**src/uswds_pkg.sv**
```systemverilog
package uswds_pkg;

  localparam int MAX_JOBS = 1024;
  localparam int IDX_W    = $clog2(MAX_JOBS);
  localparam int CNT_W    = IDX_W + 1;
  localparam int REL_W    = 32;
  localparam int WGT_W    = 16;
  localparam int SLOT_W   = 33;
  localparam int WSUM_W   = 26;
  localparam int COST_W   = 64;

  typedef enum logic [2:0] {
    ST_LOAD,
    ST_SCAN,
    ST_DRAIN,
    ST_DECIDE,
    ST_OUT
  } state_t;

  typedef struct packed {
    logic             clr;       // start of a new set computation
    logic             ld_we;     // store one job
    logic             rd_en;     // scan read
    logic [IDX_W-1:0] idx;       // load write or scan read address
    logic             scan_clr;  // clear per-step accumulators
    logic             decide;    // commit one slot step
  } cmd_t;

  typedef struct packed {
    logic found;     // a released job is waiting
    logic any_left;  // some job is not yet served
  } stat_t;

endpackage

```
**src/uswds_ctrl.sv**
```systemverilog
module uswds_ctrl
  import uswds_pkg::*;
(
  input  logic  clk,
  input  logic  rst_n,
  input  logic  in_fire,
  input  logic  in_last,
  input  logic  out_fire,
  input  stat_t stat,
  output cmd_t  cmd,
  output logic  in_ready,
  output logic  out_valid
);

  state_t           state_r, state_nxt;
  logic [CNT_W-1:0] count_r, count_nxt;
  logic [IDX_W-1:0] scan_r, scan_nxt;
  logic [CNT_W-1:0] last_idx;

  assign last_idx = count_r - CNT_W'(1);

  always_ff @(posedge clk) begin
    if (!rst_n) begin
      state_r <= ST_LOAD;
      count_r <= '0;
      scan_r  <= '0;
    end else begin
      state_r <= state_nxt;
      count_r <= count_nxt;
      scan_r  <= scan_nxt;
    end
  end

  always_comb begin
    state_nxt    = state_r;
    count_nxt    = count_r;
    scan_nxt     = scan_r;
    cmd          = '0;
    in_ready     = 1'b0;
    out_valid    = 1'b0;
    cmd.idx      = scan_r;
    case (state_r)
      ST_LOAD: begin
        in_ready = 1'b1;
        cmd.idx  = count_r[IDX_W-1:0];
        if (in_fire) begin
          // a full store drops the job
          if (count_r < CNT_W'(MAX_JOBS)) begin
            cmd.ld_we = 1'b1;
            count_nxt = count_r + CNT_W'(1);
          end
          if (in_last) begin
            cmd.clr      = 1'b1;
            cmd.scan_clr = 1'b1;
            scan_nxt     = '0;
            state_nxt    = ST_SCAN;
          end
        end
      end
      ST_SCAN: begin
        cmd.rd_en = 1'b1;
        scan_nxt  = scan_r + IDX_W'(1);
        if (scan_r == last_idx[IDX_W-1:0]) state_nxt = ST_DRAIN;
      end
      ST_DRAIN: begin
        state_nxt = ST_DECIDE;
      end
      ST_DECIDE: begin
        cmd.decide   = 1'b1;
        cmd.scan_clr = 1'b1;
        scan_nxt     = '0;
        if (stat.any_left) state_nxt = ST_SCAN;
        else state_nxt = ST_OUT;
      end
      ST_OUT: begin
        out_valid = 1'b1;
        if (out_fire) begin
          count_nxt = '0;
          state_nxt = ST_LOAD;
        end
      end
      default: state_nxt = ST_LOAD;
    endcase
  end

endmodule

```
**config.mk**
```make
export PLATFORM = sky130hd
export DESIGN_NAME = uswds_ctrl
export DESIGN_NICKNAME = d
export VERILOG_FILES = /design/src/uswds_pkg.sv /design/src/uswds_ctrl.sv
export SDC_FILE = /design/constraint.sdc
export NUM_CORES = 1
export LEC_CHECK = 0
export BUFFER_PORTS_ARGS = -buffer_cell sky130_fd_sc_hd__buf_2
export CORE_MARGIN = 5
export CORE_UTILIZATION = 53
export CTS_BUF_LIST = sky130_fd_sc_hd__clkbuf_4 sky130_fd_sc_hd__clkbuf_8
export DETAILED_ROUTE_END_ITERATION = 8
export PLACE_DENSITY = 0.78
export SYNTH_ARGS = -nofsm -noshare
export SYNTH_HDL_FRONTEND = slang
export SYNTH_SLANG_ARGS = --single-unit
```
**constraint.sdc**
```tcl
create_clock -name clk -period 2.1 [get_ports clk]
set_input_delay 0.315 -clock clk [delete_from_list [all_inputs] [get_ports clk]]
set_output_delay 0.315 -clock clk [all_outputs]
set_load 0.05 [all_outputs]
```
==> results of run 1 <==
-- critical path, stage by stage (launching register included) --
cell,delay [ns]
dfxtp_1,0.44
nor3_4,0.20
clkbuf_4,0.23
mux2_2,0.34
buf_2,0.21
-- state kept, by name (all words and copies together), names as in the netlist --
register,cells
state_r,3
scan_r,10
count_r,11
-- metal layers --
layer / wire [um] / track usage (%) / vias to the layer above
met1: 1810 / 25.6 / 697
met3: 227 / 2.87 / 5
met2: 1750 / 30.2 / 49
met4: 42 / 6.09 / 0
met5: 0 / 0 / -
li1: - / - / 768
-- cell usage in the layout (no fill, tap or decap), types with 3 or more instances in the layout --
cell,synthesis,final
and2_1,3,3
nand3b_1,3,3
ha_1,3,3
buf_4,1,12
nor3_1,8,7
clkbuf_4,0,5
or3_1,5,5
nand2_1,8,8
dfxtp_1,24,23
buf_2,2,21
a21oi_1,10,9
nand4_1,5,5
xnor2_1,10,10
inv_1,7,7
nand3_1,7,7
o21ai_0,5,5
xor2_1,14,14
mux2_2,10,10
and3_1,5,5
nor2_1,29,28
-- per-stage QoR --
step / setup WS (ns) / std cells
finish: 0.0372 / 272
global route: -0.0396 / 272
CTS: 0.0480 / 271
detailed placement: 0.0685 / 267
global placement: 0.158 / 267
floorplan: 0.00401 / 203
-- final cells by class --
type | count | area (um^2)
sequential | 24 | 482
fill | 285 | 1160
tap | 44 | 55.1
clock buffer | 4 | 36.3
timing repair buffer | 35 | 210
multi-input combinational | 158 | 1110
inverter | 7 | 26.3
-- cells by family after synthesis --
kind of cell / share of synthesized area [%]
compound gates: 15.1
buf+inv: 7.65
simple gates: 27.2
flops: 28.3
mux: 7.21
xor+xnor: 12.4
fa+ha+maj: 2.21
-- path summary, 6_finish.rpt --
path,slack [ns],endpoint,startpoint
max,0.04,cmd[2],state_r[1]
min,0.28,count_r[1],rst_n
max reg2reg,0.10,state_r[0],count_r[0]
min reg2reg,0.52,count_r[10],count_r[10]
-- power by group --
group / switching [mW] / internal [mW] / leakage [nW]
registers: 0.0112 / 0.464 / 0.194
logic: 0.135 / 0.0875 / 0.603
clock network: 0.144 / 0.106 / 0.0210
==> results.toml, run 1 <==
[placement]
hpwlAfterDp_um = 2820
gp_congestion = 0.805
dpl-instance-area_mm2 = 0.00186
io_buffers = 22

[power_and_ir_drop]
power_density_mw_per_mm2 = 494
power_leakage_nw = 0.819
power_uw = 948
peakVddDrop_mv = 0.332

[timing]
timing.final.crit_period_ns = 2.06
fin_tns_setup_ns = 0
setup_viol = 0
timing.hold.ws_ns = 0.285
worstMarginPinSlew_ns = 0.583
slew_viol_final = 0
skew_ns = 0.00280
rsz0062_at_grt = "yes"
max_freq_mhz = 485
timing.slew.headroom_pct = 61.1
fin_crit_sh_pct = 98.2
hold_viol_final = 0

[synthesis]
synth.most_common_cell = "nor2_1"
synth_edf_count = 0
synth_largest_area_cell = "dfxtp_1"
synth.distinct_cells = 48
synth-seq-area-share_pct = 28.3
syn_nets = 213
ys_warn_count = 0
synth-async-reset-ratio_pct = 0
synth_cells = 203
ys.flop_type = "dfxtp_1"
synth_area_per_cell_um2 = 8.38
synth_top_cell_area_share_pct = 28.3
ys_top_cells_by_count = "29 x nor2_1, 24 x dfxtp_1, 14 x xor2_1"
synth.area.top_cells = "dfxtp_1 28%, xor2_1 7.2%, mux2_2 6.6%, nor2_1 6.4%, xnor2_1 5.2%"
ys_ff_latch = 24
syn_area_mm2 = 0.00170

[detailed_routing]
viasPerCell = 5.58
drt-pass1-iter-count = 4
vias = 1519
wl_um = 3830
drcViolationCount = 0
post_drt_wl_per_cell_um = 14.1
dr.first_iter.drc_count = 77
drtAntennaViolNets = 0

[setup_path]
crit_type = "reg -> out"
startpoint_type = "flip-flop"
end_kind = "output port"
cp_data_required_time_ns = 1.78
cp_max_fo = 9
r2r_cells = 6
crit_arrival_ns = 1.75

[grt]
grt_pass1_vias = 1439
antenna_found_initial = 0
grt_max_degree = 14
grt.total_usage_pct = 18.8
grt_overflow = 0
grt_first_pass_wirelength_um = 6580

[die]
rows = 20
coreArea_mm2 = 0.00308
die_y_um = 66.6
fp.dieArea_mm2 = 0.00444
die_w_um = 66.6
start_util_pct = 55.2
io_pins = 24

[min_path]
hold_path_class = "in -> reg"
min_path_cells = 3

[clock_network]
cts.clk_slew.worst_paths_ns = 0.13
postCtsSetupRepairBufs = 0
cts_root_buffer = "clkbuf_4"
cts_resized = 0
cts_tree = "yes"
cts_inserted_buffers = 3
hold_buffers = 0
clock_path_buffers = 2
cts_sinks = 24
clk_latency_ns = 0.32
htreeDepth = 1

[finish]
antennaDiodeCount = 0
fin_area_mm2 = 0.00192
syn_to_final_growth_pct = 12.9
drive_above_1_share_pct = 26.8
fin_util_pct = 62.4
nets = 239

[outcome]
status = "complete, no violations"

[flow_run]
max-cap-violations = 0
(Power assumes the default switching activity.)
==> run 2, diff against run 1 <==
BUFFER_PORTS_ARGS = -buffer_cell sky130_fd_sc_hd__buf_4   (was -buffer_cell sky130_fd_sc_hd__buf_2)
==> run 2 against run 1 <==
Critical path type unchanged. Count of clock-buffer cells in the layout is 1 lower. Sequential power hardly changed. Global-route usage is 0.12 points lower. Via count is 1.3% lower.
==> results.toml, run 2 (synthesis gave the netlist of run 1 again) <==
[outcome]
status = "complete, no violations"

[min_path]
hold_path_class = "in -> reg"
min_path_cells = 3
hold_start = "rst_n"

[setup_path]
slowest_stage = "dfxtp_1"
crit_type = "reg -> out"
path_buf_inv = 2
cp.depth = 4
cp_top_family = "buffers and inverters"
r2r_cells = 6
cp_data_required_time_ns = 1.78
crit_arrival_ns = 1.71
end_kind = "output port"
crit_top_cell = "buf_4"
r2r_start = "count_r[0]"
max_stage_delay_ns = 0.37
crit_path_start = "state_r[2]"
cp_max_fo = 4
path_cells = "nor3_4, buf_4, mux2_2, buf_4"
startpoint_type = "flip-flop"

[power_and_ir_drop]
power_leakage_nw = 0.821
power_density_mw_per_mm2 = 460
peakVddDrop_mv = 0.273

[clock_network]
cts_tree = "yes"
clk_latency_ns = 0.31
htreeDepth = 1
hold_buffers = 0
cts_inserted_buffers = 3
clock_path_buffers = 2
cts.clk_slew.worst_paths_ns = 0.13
cts_root_buffer = "clkbuf_4"
cts_sinks = 24

[detailed_routing]
wl_um = 3750
viasPerCell = 5.51
vias = 1499
drtAntennaViolNets = 0
drt-pass1-iter-count = 4
drcViolationCount = 0
dr.first_iter.drc_count = 107
post_drt_wl_per_cell_um = 13.8

[timing]
slew_viol_final = 0
timing.hold.ws_ns = 0.291
max_freq_mhz = 495
worstMarginPinSlew_ns = 0.594
setup_viol = 0
skew_ns = 0.00285
fin_tns_setup_ns = 0
fin_crit_sh_pct = 96.2
timing.final.crit_period_ns = 2.02
timing.slew.headroom_pct = 60.1
hold_viol_final = 0
rsz0062_at_grt = "no"

[placement]
io_buffers = 22
hpwlAfterDp_um = 2830
dpl-instance-area_mm2 = 0.00192
placed_cells = 267
gp_congestion = 0.807

[flow_run]
max-cap-violations = 0

[finish]
final_cell_mix = "36 x buf_4, 29 x nor2_1, 22 x dfxtp_1, 14 x xor2_1"
fin_util_pct = 63.8
fin_area_mm2 = 0.00196
nets = 240
antennaDiodeCount = 0
syn_to_final_growth_pct = 15.5
regMostFlops = "count_r"
nFillCells = 289
stdcell_count = 272
drive_above_1_share_pct = 26.8
largest_reg_flops = 11
reg.largest.list = "count_r: 11 flops, scan_r: 10 flops, state_r: 3 flops"
final_common_cell = "buf_4"

[grt]
grt_overflow = 0
antenna_found_initial = 0
grt_max_degree = 13
grt_first_pass_wirelength_um = 6460
grt_pass1_vias = 1383
grt.total_usage_pct = 18.7

[die]
rows = 20
die_y_um = 66.6
start_util_pct = 55.2
fp.dieArea_mm2 = 0.00444
coreArea_mm2 = 0.00308
io_pins = 24
die_w_um = 66.6
run 2: changes by cell type in the layout (fill, tap and decap cells not counted), sizes merged:
cell    change
buf         +3
clkbuf      -3
run 2: final cells by class:
type / instances / area [um^2] / share of cell area, %
timing repair buffer: 36 / 270 / 13.8
inverter: 7 / 26.3 / 1.34
clock buffer: 3 / 22.5 / 1.15
sequential: 24 / 483 / 24.6
multi-input combinational: 158 / 1110 / 56.4
tap: 44 / 55.1 / 2.80
run 2: power by group:
part	switching, mW	leakage, nW	total, mW	internal (mW)
Clock	0.135	0.0138	0.202	0.0670
Combinational	0.132	0.612	0.227	0.0956
Sequential	0.0109	0.195	0.475	0.464
run 2: path summary, 6_finish.rpt:
kind | to | slack [ns]
hold reg to reg | count_r[10] | 0.52
hold / removal | count_r[1] | 0.29
setup reg to reg | state_r[1] | 0.17
setup / recovery | cmd[5] | 0.08
run 2: routing by layer:
| layer | routed length [um] | part of all wire (%) | vias to the layer above | global-route usage [%] |
|---|---|---|---|---|
| li1 | - | - | 768 | - |
| met1 | 1870 | 50 | 692 | 27.2 |
| met2 | 1670 | 44 | 32 | 27.8 |
| met3 | 165 | 4.4 | 7 | 2.70 |
| met4 | 44 | 1.2 | 0 | 6.35 |
| met5 | 0 | 0 | - | 0 |
run 2: metrics by stage:
stage	setup slack, ns	power [mW]
after detailed placement	0.121	0.703
after global routing	0.0162	0.957
final	0.0789	0.904
after global placement	0.167	0.699
after floorplan	0.00401	0.651
after CTS	0.0572	0.908
run 2: worst reg2reg max path, delay by kind of cell (launching register included):
family / cells / cell delay (ns)
AND/OR/NAND/NOR: 2 / 0.69
AO/OA/AOI/OAI: 3 / 0.65
flip-flops: 1 / 0.33
buffers and inverters: 1 / 0.17
run 2: timing repair:
item                                   CTS  global route
endpoints found under the hold margin    0             0
setup endpoints to repair                8            11
buffers inserted                         1             1
pin swaps                                1             2
resized for setup                        1             3
cloned                                   0             0
